===== config.mk =====
export PLATFORM = sky130hd
export DESIGN_NAME = matrix_keypad_scanner_core_flat
export DESIGN_NICKNAME = d
export VERILOG_FILES = /design/src/hw/rtl/mks_pkg.sv /design/src/hw/rtl/mks_if.sv /design/src/hw/rtl/mks_step.sv /design/src/hw/rtl/matrix_keypad_scanner_core.sv /design/src/flat_wrapper.sv
export SDC_FILE = /design/constraint.sdc
export NUM_CORES = 1
export LEC_CHECK = 0
export BUFFER_PORTS_ARGS = -buffer_cell sky130_fd_sc_hd__buf_2
export CAP_MARGIN = 20
export CELL_PAD_IN_SITES_DETAIL_PLACEMENT = 0
export CELL_PAD_IN_SITES_GLOBAL_PLACEMENT = 1
export CORE_ASPECT_RATIO = 0.8
export CORE_UTILIZATION = 49
export DETAILED_ROUTE_END_ITERATION = 10
export MAX_ROUTING_LAYER = met4
export PLACE_DENSITY_LB_ADDON = 0.15
export SLEW_MARGIN = 30
export SYNTH_ARGS = -nofsm -noshare
export SYNTH_HDL_FRONTEND = slang
export SYNTH_HIERARCHICAL = 1
export SYNTH_SLANG_ARGS = --single-unit

===== constraint.sdc =====
create_clock -name clk -period 10.1 [get_ports clk]
set_clock_uncertainty 0.1 [all_clocks]
set_input_delay 0.505 -clock clk [delete_from_list [all_inputs] [get_ports clk]]
set_output_delay 0.505 -clock clk [all_outputs]
set_load 0.05 [all_outputs]

===== src/hw/rtl/mks_pkg.sv =====
// Shared types, phase codes and the key layout for the keypad scanner.
package mks_pkg;

  localparam int unsigned ColW = 4;
  localparam int unsigned RowW = 4;
  localparam int unsigned CharW = 7;
  localparam int unsigned CntW = 16;

  // Scanner phases.
  localparam logic [2:0] PH_SCAN     = 3'd0;
  localparam logic [2:0] PH_DEBOUNCE = 3'd1;
  localparam logic [2:0] PH_RELEASE  = 3'd2;
  localparam logic [2:0] PH_SETTLE   = 3'd3;

  localparam logic [CntW-1:0] DEBOUNCE_RESET = 16'd20;
  localparam logic [ColW-1:0] COLS_IDLE = 4'hF;
  localparam logic [2:0] SWEEP_ROWS = 3'd4;

  typedef struct packed {
    logic [2:0]       phase;
    logic [1:0]       current_row;
    logic [1:0]       found_column;
    logic [CntW-1:0]  wait_counter;
    logic [2:0]       clean_rows;
    logic [CharW-1:0] held_key;
  } mks_state_t;

  typedef struct packed {
    logic [RowW-1:0]  row_drive;
    logic             key_valid;
    logic [CharW-1:0] key_char;
  } mks_result_t;

  // Fixed layout: 789/ 456* 123- C0=+ by row and column.
  function automatic logic [CharW-1:0] key_lookup(logic [1:0] row, logic [1:0] col);
    logic [CharW-1:0] ch;
    case ({row, col})
      4'h0: ch = 7'h37;  // 7
      4'h1: ch = 7'h38;  // 8
      4'h2: ch = 7'h39;  // 9
      4'h3: ch = 7'h2F;  // /
      4'h4: ch = 7'h34;  // 4
      4'h5: ch = 7'h35;  // 5
      4'h6: ch = 7'h36;  // 6
      4'h7: ch = 7'h2A;  // *
      4'h8: ch = 7'h31;  // 1
      4'h9: ch = 7'h32;  // 2
      4'hA: ch = 7'h33;  // 3
      4'hB: ch = 7'h2D;  // -
      4'hC: ch = 7'h43;  // C
      4'hD: ch = 7'h30;  // 0
      4'hE: ch = 7'h3D;  // =
      4'hF: ch = 7'h2B;  // +
      default: ch = '0;
    endcase
    return ch;
  endfunction

endpackage


===== src/hw/rtl/mks_if.sv =====
// Channel interfaces for the keypad scanner: column samples, results, configuration.
interface mks_in_if import mks_pkg::*; ();
  logic            valid;
  logic            ready;
  logic [ColW-1:0] column_lines;
  modport source (output valid, output column_lines, input ready);
  modport sink (input valid, input column_lines, output ready);
endinterface

interface mks_out_if import mks_pkg::*; ();
  logic             valid;
  logic             ready;
  logic [RowW-1:0]  row_drive;
  logic             key_valid;
  logic [CharW-1:0] key_char;
  modport source (output valid, output row_drive, output key_valid, output key_char,
                  input ready);
  modport sink (input valid, input row_drive, input key_valid, input key_char,
                output ready);
endinterface

interface mks_cfg_if import mks_pkg::*; ();
  logic            valid;
  logic            ready;
  logic [CntW-1:0] debounce_ticks;
  modport source (output valid, output debounce_ticks, input ready);
  modport sink (input valid, input debounce_ticks, output ready);
endinterface


===== src/hw/rtl/mks_step.sv =====
// Next-state and result logic for one scan tick of the keypad scanner.
module mks_step import mks_pkg::*; (
  input  mks_state_t       state,
  input  logic [ColW-1:0]  cols,
  input  logic [CntW-1:0]  debounce_ticks,
  output mks_state_t       state_nxt,
  output mks_result_t      result
);

  logic [CntW-1:0] limit;
  logic [CntW-1:0] count_inc;
  logic            count_done;
  logic [2:0]      clean_inc;
  logic [1:0]      first_low;
  logic            valid;
  logic [CharW-1:0] ch;

  // A zero debounce setting behaves as one tick.
  assign limit      = (debounce_ticks == '0) ? {{(CntW-1){1'b0}}, 1'b1} : debounce_ticks;
  assign count_inc  = state.wait_counter + {{(CntW-1){1'b0}}, 1'b1};
  assign count_done = (count_inc >= limit);
  assign clean_inc  = state.clean_rows + 3'd1;

  // Lowest numbered low column.
  always_comb begin
    if (!cols[0]) begin
      first_low = 2'd0;
    end else if (!cols[1]) begin
      first_low = 2'd1;
    end else if (!cols[2]) begin
      first_low = 2'd2;
    end else begin
      first_low = 2'd3;
    end
  end

  // Phase sequencing.
  always_comb begin
    state_nxt = state;
    valid     = 1'b0;
    ch        = '0;
    case (state.phase)
      PH_DEBOUNCE: begin
        state_nxt.wait_counter = count_inc;
        if (count_done) begin
          state_nxt.wait_counter = '0;
          if (!cols[state.found_column]) begin
            state_nxt.phase       = PH_RELEASE;
            state_nxt.current_row = 2'd0;
            state_nxt.clean_rows  = 3'd0;
          end else begin
            state_nxt.phase = PH_SCAN;
          end
        end
      end
      PH_RELEASE: begin
        if (cols == COLS_IDLE) begin
          state_nxt.clean_rows = clean_inc;
          if (clean_inc >= SWEEP_ROWS) begin
            state_nxt.clean_rows   = 3'd0;
            state_nxt.wait_counter = '0;
            state_nxt.current_row  = 2'd0;
            state_nxt.phase        = PH_SETTLE;
          end else begin
            state_nxt.current_row = state.current_row + 2'd1;
          end
        end else begin
          // A press during the sweep starts it over from the first row.
          state_nxt.clean_rows  = 3'd0;
          state_nxt.current_row = 2'd0;
        end
      end
      PH_SETTLE: begin
        state_nxt.wait_counter = count_inc;
        if (count_done) begin
          state_nxt.wait_counter = '0;
          valid                  = 1'b1;
          ch                     = state.held_key;
          state_nxt.phase        = PH_SCAN;
          state_nxt.current_row  = 2'd0;
        end
      end
      default: begin
        // Scanning, and any unused phase code.
        state_nxt.phase = PH_SCAN;
        if (cols != COLS_IDLE) begin
          state_nxt.found_column = first_low;
          state_nxt.held_key     = key_lookup(state.current_row, first_low);
          state_nxt.wait_counter = '0;
          state_nxt.phase        = PH_DEBOUNCE;
        end else begin
          state_nxt.current_row = state.current_row + 2'd1;
        end
      end
    endcase
  end

  // Drive the next row low, all others high.
  always_comb begin
    result.row_drive = ~(4'b0001 << state_nxt.current_row);
    result.key_valid = valid;
    result.key_char  = ch;
  end

endmodule


===== src/hw/rtl/matrix_keypad_scanner_core.sv =====
// Top level of the debounced 4x4 matrix keypad scanner.
// Each accepted request is one scan tick: the active-low column levels sampled while
// the row from the previous result's row_drive was held low. Every request yields
// exactly one result, which carries the row to drive for the next tick and, on the
// tick a complete press, release and settle sequence ends, the key's ASCII code.
// A new request is taken every clock cycle while the output register is empty or
// its result is taken; each tick's result is combinational from the scanner state
// and lands in a single output register that holds it until the sink takes it.
// debounce_ticks is written over the configuration channel (reset value 20, zero acts
// as one) and should only change while no tick is in flight.
module matrix_keypad_scanner_core import mks_pkg::*; (
  input  logic      clk,
  input  logic      rst_n,
  mks_in_if.sink    in_ch,
  mks_out_if.source out_ch,
  mks_cfg_if.sink   cfg_ch
);

  mks_state_t      state_r;
  mks_state_t      state_nxt;
  mks_result_t     result_nxt;
  mks_result_t     result_r;
  logic            out_valid_r;
  logic [CntW-1:0] debounce_r;
  logic            in_fire;

  // The output register frees up whenever its result is taken in the same cycle.
  assign in_ch.ready  = !out_valid_r || out_ch.ready;
  assign in_fire      = in_ch.valid && in_ch.ready;
  assign cfg_ch.ready = 1'b1;

  mks_step u_step (
    .state          (state_r),
    .cols           (in_ch.column_lines),
    .debounce_ticks (debounce_r),
    .state_nxt      (state_nxt),
    .result         (result_nxt)
  );

  // Configuration register.
  always_ff @(posedge clk) begin
    if (!rst_n) begin
      debounce_r <= DEBOUNCE_RESET;
    end else if (cfg_ch.valid) begin
      debounce_r <= cfg_ch.debounce_ticks;
    end
  end

  // Scanner state advances once per accepted request.
  always_ff @(posedge clk) begin
    if (!rst_n) begin
      state_r <= '0;
    end else if (in_fire) begin
      state_r <= state_nxt;
    end
  end

  // Output register valid flag.
  always_ff @(posedge clk) begin
    if (!rst_n) begin
      out_valid_r <= 1'b0;
    end else if (in_fire) begin
      out_valid_r <= 1'b1;
    end else if (out_ch.ready) begin
      out_valid_r <= 1'b0;
    end
  end

  // Output register payload.
  always_ff @(posedge clk) begin
    if (in_fire) begin
      result_r <= result_nxt;
    end
  end

  assign out_ch.valid     = out_valid_r;
  assign out_ch.row_drive = result_r.row_drive;
  assign out_ch.key_valid = result_r.key_valid;
  assign out_ch.key_char  = result_r.key_char;

endmodule

===== src/flat_wrapper.sv =====
// flat-port wrapper written by rule: the top's interface ports become plain ports
module matrix_keypad_scanner_core_flat import mks_pkg::*;
  (clk, rst_n, in_ch_valid, in_ch_column_lines, in_ch_ready, out_ch_valid, out_ch_row_drive, out_ch_key_valid, out_ch_key_char, out_ch_ready, cfg_ch_valid, cfg_ch_debounce_ticks, cfg_ch_ready);
  mks_in_if in_ch_i ();
  mks_out_if out_ch_i ();
  mks_cfg_if cfg_ch_i ();
  input  logic clk;
  input  logic rst_n;
  input wire logic [$bits(in_ch_i.valid)-1:0] in_ch_valid;
  input wire logic [$bits(in_ch_i.column_lines)-1:0] in_ch_column_lines;
  output wire logic [$bits(in_ch_i.ready)-1:0] in_ch_ready;
  output wire logic [$bits(out_ch_i.valid)-1:0] out_ch_valid;
  output wire logic [$bits(out_ch_i.row_drive)-1:0] out_ch_row_drive;
  output wire logic [$bits(out_ch_i.key_valid)-1:0] out_ch_key_valid;
  output wire logic [$bits(out_ch_i.key_char)-1:0] out_ch_key_char;
  input wire logic [$bits(out_ch_i.ready)-1:0] out_ch_ready;
  input wire logic [$bits(cfg_ch_i.valid)-1:0] cfg_ch_valid;
  input wire logic [$bits(cfg_ch_i.debounce_ticks)-1:0] cfg_ch_debounce_ticks;
  output wire logic [$bits(cfg_ch_i.ready)-1:0] cfg_ch_ready;
  assign in_ch_i.valid = in_ch_valid;
  assign in_ch_i.column_lines = in_ch_column_lines;
  assign in_ch_ready = in_ch_i.ready;
  assign out_ch_valid = out_ch_i.valid;
  assign out_ch_row_drive = out_ch_i.row_drive;
  assign out_ch_key_valid = out_ch_i.key_valid;
  assign out_ch_key_char = out_ch_i.key_char;
  assign out_ch_i.ready = out_ch_ready;
  assign cfg_ch_i.valid = cfg_ch_valid;
  assign cfg_ch_i.debounce_ticks = cfg_ch_debounce_ticks;
  assign cfg_ch_ready = cfg_ch_i.ready;
  matrix_keypad_scanner_core u_core (.clk(clk), .rst_n(rst_n), .in_ch(in_ch_i), .out_ch(out_ch_i), .cfg_ch(cfg_ch_i));
endmodule

# Yosys cells after proc, flatten, opt, wreduce, memory -nomap -nowiden
# Memories as Yosys holds them, arrays and structs flattened. A register that Yosys moved wholly into a read port is not among the register bits.
# Cells that the tools add are included.
# Widths: inputs -> output; s select.
# word_totals
romBits,112
memories,1
register_bits,55
output_inout_bits,15
in_bits,25
wordCells,73
# classes
n_shift,1
bitwise,2
mux,29
magnitude_cmp,3
n_addsub,3
eq_ne,10
reduce_logical,14
# mem_list
memory,words,width,read_ports,rd_ports_with_merged_regs,wr,line,source
(no name shown),16,7,1,1,0,mks_pkg.sv:37,"case ({row, col})"
# ops
operator,n
$mux 16,4
$pmux 16 s3,1
$mux 19,2
$add 16x1->16 const B,1
$ge 16x16->1,1
$logic_not 16->1,1
$pmux 5 s3,1
$mux 2,7
$mux 3,4
$mux 5,2
$ne 2x2->1 const B,5
$reduce_and 4->1,2
$eq 3x2->1 const B,2
$mux 1,6
$pmux 3 s2,1
$reduce_and 5->1,1
$eq 4x4->1 const B,1
$ne 4x4->1 const B,1
$not 4->4,1
$reduce_bool 2->1,2
$reduce_bool 4->1,1
$shl 1x2->4 const A,1
$add 3x1->3 const B,1
$eq 3x1->1 const B,1
other kinds (11),12

# Logic depth before layout (Yosys ltp)
# depth
word_depth,7
depth_mapped,17
mapped_depth_nobuf,15

# Modules after synthesis
# Netlist, hierarchy kept.
# by_module_without_submodules
mod,n_inst,cells_each,seq_area_each_um2,area_each_um2
matrix_keypad_scanner_core,1,214,1361.3,2359.8
mks_step,1,253,0.0,1642.8

# Least setup slack after synthesis
# OpenSTA, ideal clock, no wires.
# synth_timing
path_type,register -> register
start,register u_core/state_r[12] in the netlist's numbering
end,register u_core/state_r[17] in the netlist's numbering
slack_ns,6.339
period_less_slack_ns,3.761
path_buffers,0
setup_ns,0.072
t_required_ns,9.928
arrival_ns,3.589
stages_incl_launch_ff,15
path_cell_list,dfxtp_1 > nand3_1 > nor3_1 > and3_1 > nand3_1 > xnor2_1 > ha_1 > a21oi_1 > o21ai_0 > or4_4 > nor4_4 > or2b_1 > a31oi_1 > nand2_1 > mux2i_1
# synth_rtl
element,line,source
"start, declared",matrix_keypad_scanner_core.sv:19,mks_state_t state_r;
"start signal, assigned",matrix_keypad_scanner_core.sv:54,state_r <= state_nxt;

# Worst setup path in the final report
# layout_timing
start,register u_core/state_r[12] in the netlist's numbering
end,"register u_core.result_r (netlist bit u_core/out_ch.key_char[6]), data pin"
# layout_between
elab_chain_cells,3
# layout_rtl
element,line,source
$add 16x1->16,mks_step.sv:20,"assign count_inc = state.wait_counter + {{(CntW-1){1'b0}}, 1'b1};"
$ge 16x16->1,mks_step.sv:21,assign count_done = (count_inc >= limit);
$reduce_and 2->1 (no line),-,
"end signal, assigned",matrix_keypad_scanner_core.sv:72,result_r <= result_nxt;
"end, declared",matrix_keypad_scanner_core.sv:22,mks_result_t result_r;
# Every way passes these cells.
# A chain may end at the register's enable or synchronous reset.

==> run_summary.xml <==
<?xml version="1.0" encoding="UTF-8"?>
<metrics>
  <group name="layout">
    <metric name="final_layout_size_suffix_gt1_share" unit="%">12.98</metric>
    <metric name="postLayoutCellArea" unit="sq mm">0.004288</metric>
    <metric name="diodes" unit="">0</metric>
    <metric name="final_net_count" unit="">536</metric>
    <metric name="area_growth_syn_to_layout" unit="%">7.127</metric>
  </group>
  <group name="clock_tree">
    <metric name="cts_made_buffers" unit="">9</metric>
    <metric name="cts.hold.buffers_added" unit="">0</metric>
    <metric name="cts_tree" unit="">yes</metric>
    <metric name="cts.path.max_buffers" unit="">2</metric>
    <metric name="clk_root_buffer_cell" unit="">sky130_fd_sc_hd__clkbuf_8</metric>
    <metric name="ctsResizeCount" unit="">0</metric>
    <metric name="clock_latency" unit="ns">0.34</metric>
    <metric name="htree_levels" unit="">3</metric>
    <metric name="cts.repair_timing.setup_buffer_count" unit="">0</metric>
    <metric name="cts_num_sinks" unit="">62</metric>
    <metric name="clk_transition_reported_paths" unit="ns">0.07</metric>
  </group>
  <group name="logic_synthesis">
    <metric name="fraction_of_the_yosys_area_taken_by_sequential_cells" unit="%">34.01</metric>
    <metric name="synth_top_cell_by_area" unit="">sky130_fd_sc_hd__dfxtp_1</metric>
    <metric name="yosys_register_bits" unit="">62</metric>
    <metric name="post-synth-top-count-cell" unit="">sky130_fd_sc_hd__nand2_1</metric>
    <metric name="synthesized_area_fraction_occupied_by_adder_cells" unit="%">6.877</metric>
    <metric name="synth.net_count" unit="">514</metric>
    <metric name="fraction_of_the_mapped_netlist_area_in_compound_gates" unit="%">13.13</metric>
    <metric name="synth-async-reset-ratio" unit="%">0</metric>
    <metric name="count_of_flip_flops_with_a_built_in_enable_after_synthesis" unit="">12</metric>
    <metric name="muxShareOfSynthArea" unit="%">13.10</metric>
    <metric name="post_synth_num_cell_types" unit="">54</metric>
    <metric name="post_synthesis_mean_instance_area" unit="sq um">8.571</metric>
    <metric name="post-synth-top-area-fraction" unit="%">25.01</metric>
    <metric name="synth_top_flop_cell" unit="">sky130_fd_sc_hd__dfxtp_1</metric>
    <metric name="synth.cells.most_frequent" unit="">sky130_fd_sc_hd__nand2_1 (101), sky130_fd_sc_hd__dfxtp_1 (50), sky130_fd_sc_hd__mux2i_1 (49)</metric>
    <metric name="netlist_instances" unit="">467</metric>
    <metric name="synth_area_leaders" unit="">sky130_fd_sc_hd__dfxtp_1 (25%), sky130_fd_sc_hd__mux2i_1 (12%), sky130_fd_sc_hd__nand2_1 (9.5%), sky130_fd_sc_hd__edfxtp_1 (9.0%), sky130_fd_sc_hd__ha_1 (6.9%)</metric>
    <metric name="synth_top_family_by_area" unit="">simple AND/OR/NAND/NOR gates</metric>
    <metric name="synth_xor_area_share" unit="%">3.501</metric>
    <metric name="netlist_area" unit="sq mm">0.004003</metric>
    <metric name="yosys_warnings" unit="">6</metric>
    <metric name="yosys.area_share.simple" unit="%">21.60</metric>
  </group>
  <group name="power">
    <metric name="relative_contribution_of_combinational_cells_to_total_power" unit="%">15.2</metric>
    <metric name="p_leak" unit="uW">0.001830</metric>
    <metric name="power.total" unit="uW">539.0</metric>
    <metric name="register_share_of_total_power" unit="%">50.3</metric>
    <metric name="cellPowerDensity" unit="mW/mm^2">125.7</metric>
    <metric name="clock_power_share" unit="%">34.5</metric>
    <metric name="sw_frac_of_total" unit="%">28.20</metric>
    <metric name="vdd.ir_drop.worst" unit="mV">0.05873</metric>
    <metric name="net_switching_power" unit="uW">152.0</metric>
    <metric name="cell_internal_pwr" unit="uW">387.0</metric>
  </group>
  <group name="place">
    <metric name="post-dp-hpwl" unit="um">5591</metric>
    <metric name="port_buffers" unit="">38</metric>
    <metric name="place_congestion" unit="">0.8261</metric>
    <metric name="placement_stage_cell_area" unit="sq mm">0.004129</metric>
    <metric name="place_ws" unit="ns">5.701</metric>
  </group>
  <group name="timing">
    <metric name="final.setup.tns" unit="ns">0</metric>
    <metric name="grt_setup_unrepaired" unit="">false</metric>
    <metric name="finalSetupViolations" unit="">0</metric>
    <metric name="fin_hold_ws" unit="ns">0.2830</metric>
    <metric name="final-max-slew-violation-count" unit="">0</metric>
    <metric name="final.period_utilization" unit="%">44.18</metric>
    <metric name="setup_slack" unit="ns">5.638</metric>
    <metric name="timing.fmax" unit="MHz">224.1</metric>
    <metric name="hold_viol_final" unit="">0</metric>
    <metric name="worst_slew_pin_slew" unit="ns">0.9036</metric>
    <metric name="period_minus_slack" unit="ns">4.462</metric>
    <metric name="worst_slew_margin_rel" unit="%">39.76</metric>
  </group>
  <group name="detailed_routing">
    <metric name="met2WireLength" unit="um">3311</metric>
    <metric name="finalWirelength" unit="um">8059</metric>
    <metric name="routed-via-count" unit="">3196</metric>
    <metric name="highest-signal-layer" unit="">met4</metric>
    <metric name="antenna_left" unit="">0</metric>
    <metric name="drt-vias-per-instance" unit="">5.318</metric>
    <metric name="routed-wl-met3" unit="um">259</metric>
    <metric name="detail_route.first_pass.iterations" unit="">4</metric>
    <metric name="initialDrtViolationCount" unit="">134</metric>
    <metric name="route.layer.met1.wl" unit="um">4402</metric>
    <metric name="wl_per_cell" unit="um">13.41</metric>
    <metric name="drc" unit="">0</metric>
  </group>
  <group name="worst_setup_path">
    <metric name="reg2reg_setup_slack" unit="ns">5.64</metric>
    <metric name="critPathCaptureType" unit="">flop</metric>
    <metric name="crit_slowest_cell" unit="">sky130_fd_sc_hd__nor3_1</metric>
    <metric name="slowest_delay" unit="ns">0.61</metric>
    <metric name="critical-path-top-cell-by-count" unit="">sky130_fd_sc_hd__nand3_1</metric>
    <metric name="timing.critical_path.cells" unit="">nand3_1 &gt; nor3_1 &gt; and3_1 &gt; nand3_1 &gt; xnor2_1 &gt; ha_1 &gt; a21oi_1 &gt; o21ai_0 &gt; or4_4 &gt; o31ai_1 &gt; nor2_1 &gt; and2_1</metric>
    <metric name="crit_arrival" unit="ns">4.45</metric>
    <metric name="path_max_fanout" unit="">8</metric>
    <metric name="worstSetupStartpointType" unit="">flop</metric>
    <metric name="worst-endpoint-required" unit="ns">10.09</metric>
    <metric name="critPathKind" unit="">reg -&gt; reg</metric>
  </group>
  <group name="grt">
    <metric name="grt.overflow.total" unit="">0</metric>
    <metric name="via_count_of_the_first_global_routing_pass" unit="">2833</metric>
    <metric name="global_route.usage.total" unit="%">20.79</metric>
    <metric name="grt_antenna_before_repair" unit="">0</metric>
    <metric name="grt_start_max_net_pins" unit="">84</metric>
    <metric name="grt_first_pass_wirelength" unit="um">13620</metric>
  </group>
  <group name="flow_run">
    <metric name="max-cap-violations" unit="">0</metric>
  </group>
  <group name="floorplanning">
    <metric name="placeableCoreArea" unit="sq mm">0.007910</metric>
    <metric name="die_width" unit="um">103.0</metric>
    <metric name="num_rows" unit="">29</metric>
    <metric name="io-pin-count" unit="">40</metric>
    <metric name="die_area" unit="sq mm">0.008536</metric>
    <metric name="initial_core_util" unit="%">50.60</metric>
    <metric name="dieHeight" unit="um">82.84</metric>
  </group>
  <group name="outcome">
    <metric name="outcome" unit="">completed</metric>
  </group>
  <group name="worst_hold_path">
    <metric name="hp-class" unit="">in -&gt; reg</metric>
  </group>
</metrics>
==> flip-flops by register name, indices dropped and copies added (netlist names) <==
signal and cells:
u_core/state_r 33, u_core/out_ch.key_valid 1, u_core/out_ch.valid 1, u_core/debounce_r 16
u_core/out_ch.row_drive 4, u_core/out_ch.key_char 7
==> critical path, delay by kind of cell (launching register included) <==
family / cells / cell delay (ns)
AND/OR/NAND/NOR: 7 / 2.33
AO/OA/AOI/OAI: 3 / 0.85
flip-flops: 1 / 0.44
adder cells (fa/ha/maj): 1 / 0.31
XOR/XNOR: 1 / 0.16
==> layout by cell type, fill, tap and decap left out, drive strengths merged, types with 12 or more instances in the layout <==
cell / netlist / final
clkbuf: 13 / 13
a21oi: 20 / 20
o21ai: 23 / 23
mux2i: 49 / 49
dfxtp: 50 / 50
nand2: 101 / 101
ha: 22 / 22
inv: 24 / 24
nor2b: 15 / 15
edfxtp: 12 / 12
buf: 15 / 40
==> power by group through the flow <==
stage | Clock (uW) | Combinational (uW) | Sequential [uW]
6_report | 186 | 82.0 | 271
5_1_grt | 204 | 91.1 | 273
3_5_place_dp | 0 | 82.0 | 276
2_1_floorplan | 0 | 64.3 | 280
4_1_cts | 196 | 82.5 | 271
3_3_place_gp | 0 | 80.8 | 276
==> stage by stage <==
| step | cells | utilization [%] |
|---|---|---|
| after floorplan | 467 | - |
| after global placement | 586 | 52.20 |
| after detailed placement | 586 | 52.20 |
| after CTS | 601 | 54.21 |
| after global routing | 601 | 54.21 |
| final | 601 | 54.21 |
==> worst paths after layout <==
kind / from / endpoint / cells after the start
hold / removal: cfg_ch_debounce_ticks[2] / u_core/debounce_r[2]$_SDFFE_PN1P_ / 3
hold reg to reg: u_core/state_r[2]$_SDFFE_PN0P_ / u_core/state_r[2]$_SDFFE_PN0P_ / 2
setup / recovery: u_core/state_r[12]$_SDFFE_PN0P_ / u_core/out_ch.key_char[6]$_DFFE_PP_ / 12
setup reg to reg: u_core/state_r[12]$_SDFFE_PN0P_ / u_core/out_ch.key_char[6]$_DFFE_PP_ / 12
==> kinds of logic (layout without fill, tap and decap cells) <==
family / Yosys count / count (layout)
simple gates: 179 / 179
mux: 51 / 51
xor+xnor: 16 / 16
buf+inv: 53 / 79
flops: 62 / 62
fa+ha+maj: 22 / 22
other cells: 2 / 2
compound gates: 82 / 82
==> layer usage <==
metal  vias to the layer above  track usage [%]
li1                       1658                -
met1                      1480            30.23
met2                        51            28.67
met3                         7            5.556
met4                         0            4.609
met5                         -                -
==> area by class of cell <==
type                       count  area (sq um)
sequential                    62          1361
fill                         759          3622
timing repair buffer          40         205.2
inverter                      24         90.09
clock buffer                  13         148.9
clock inverter                 2         10.01
tap                          108         135.1
multi-input combinational    352          2337
Power figures use the tool's default switching activity.
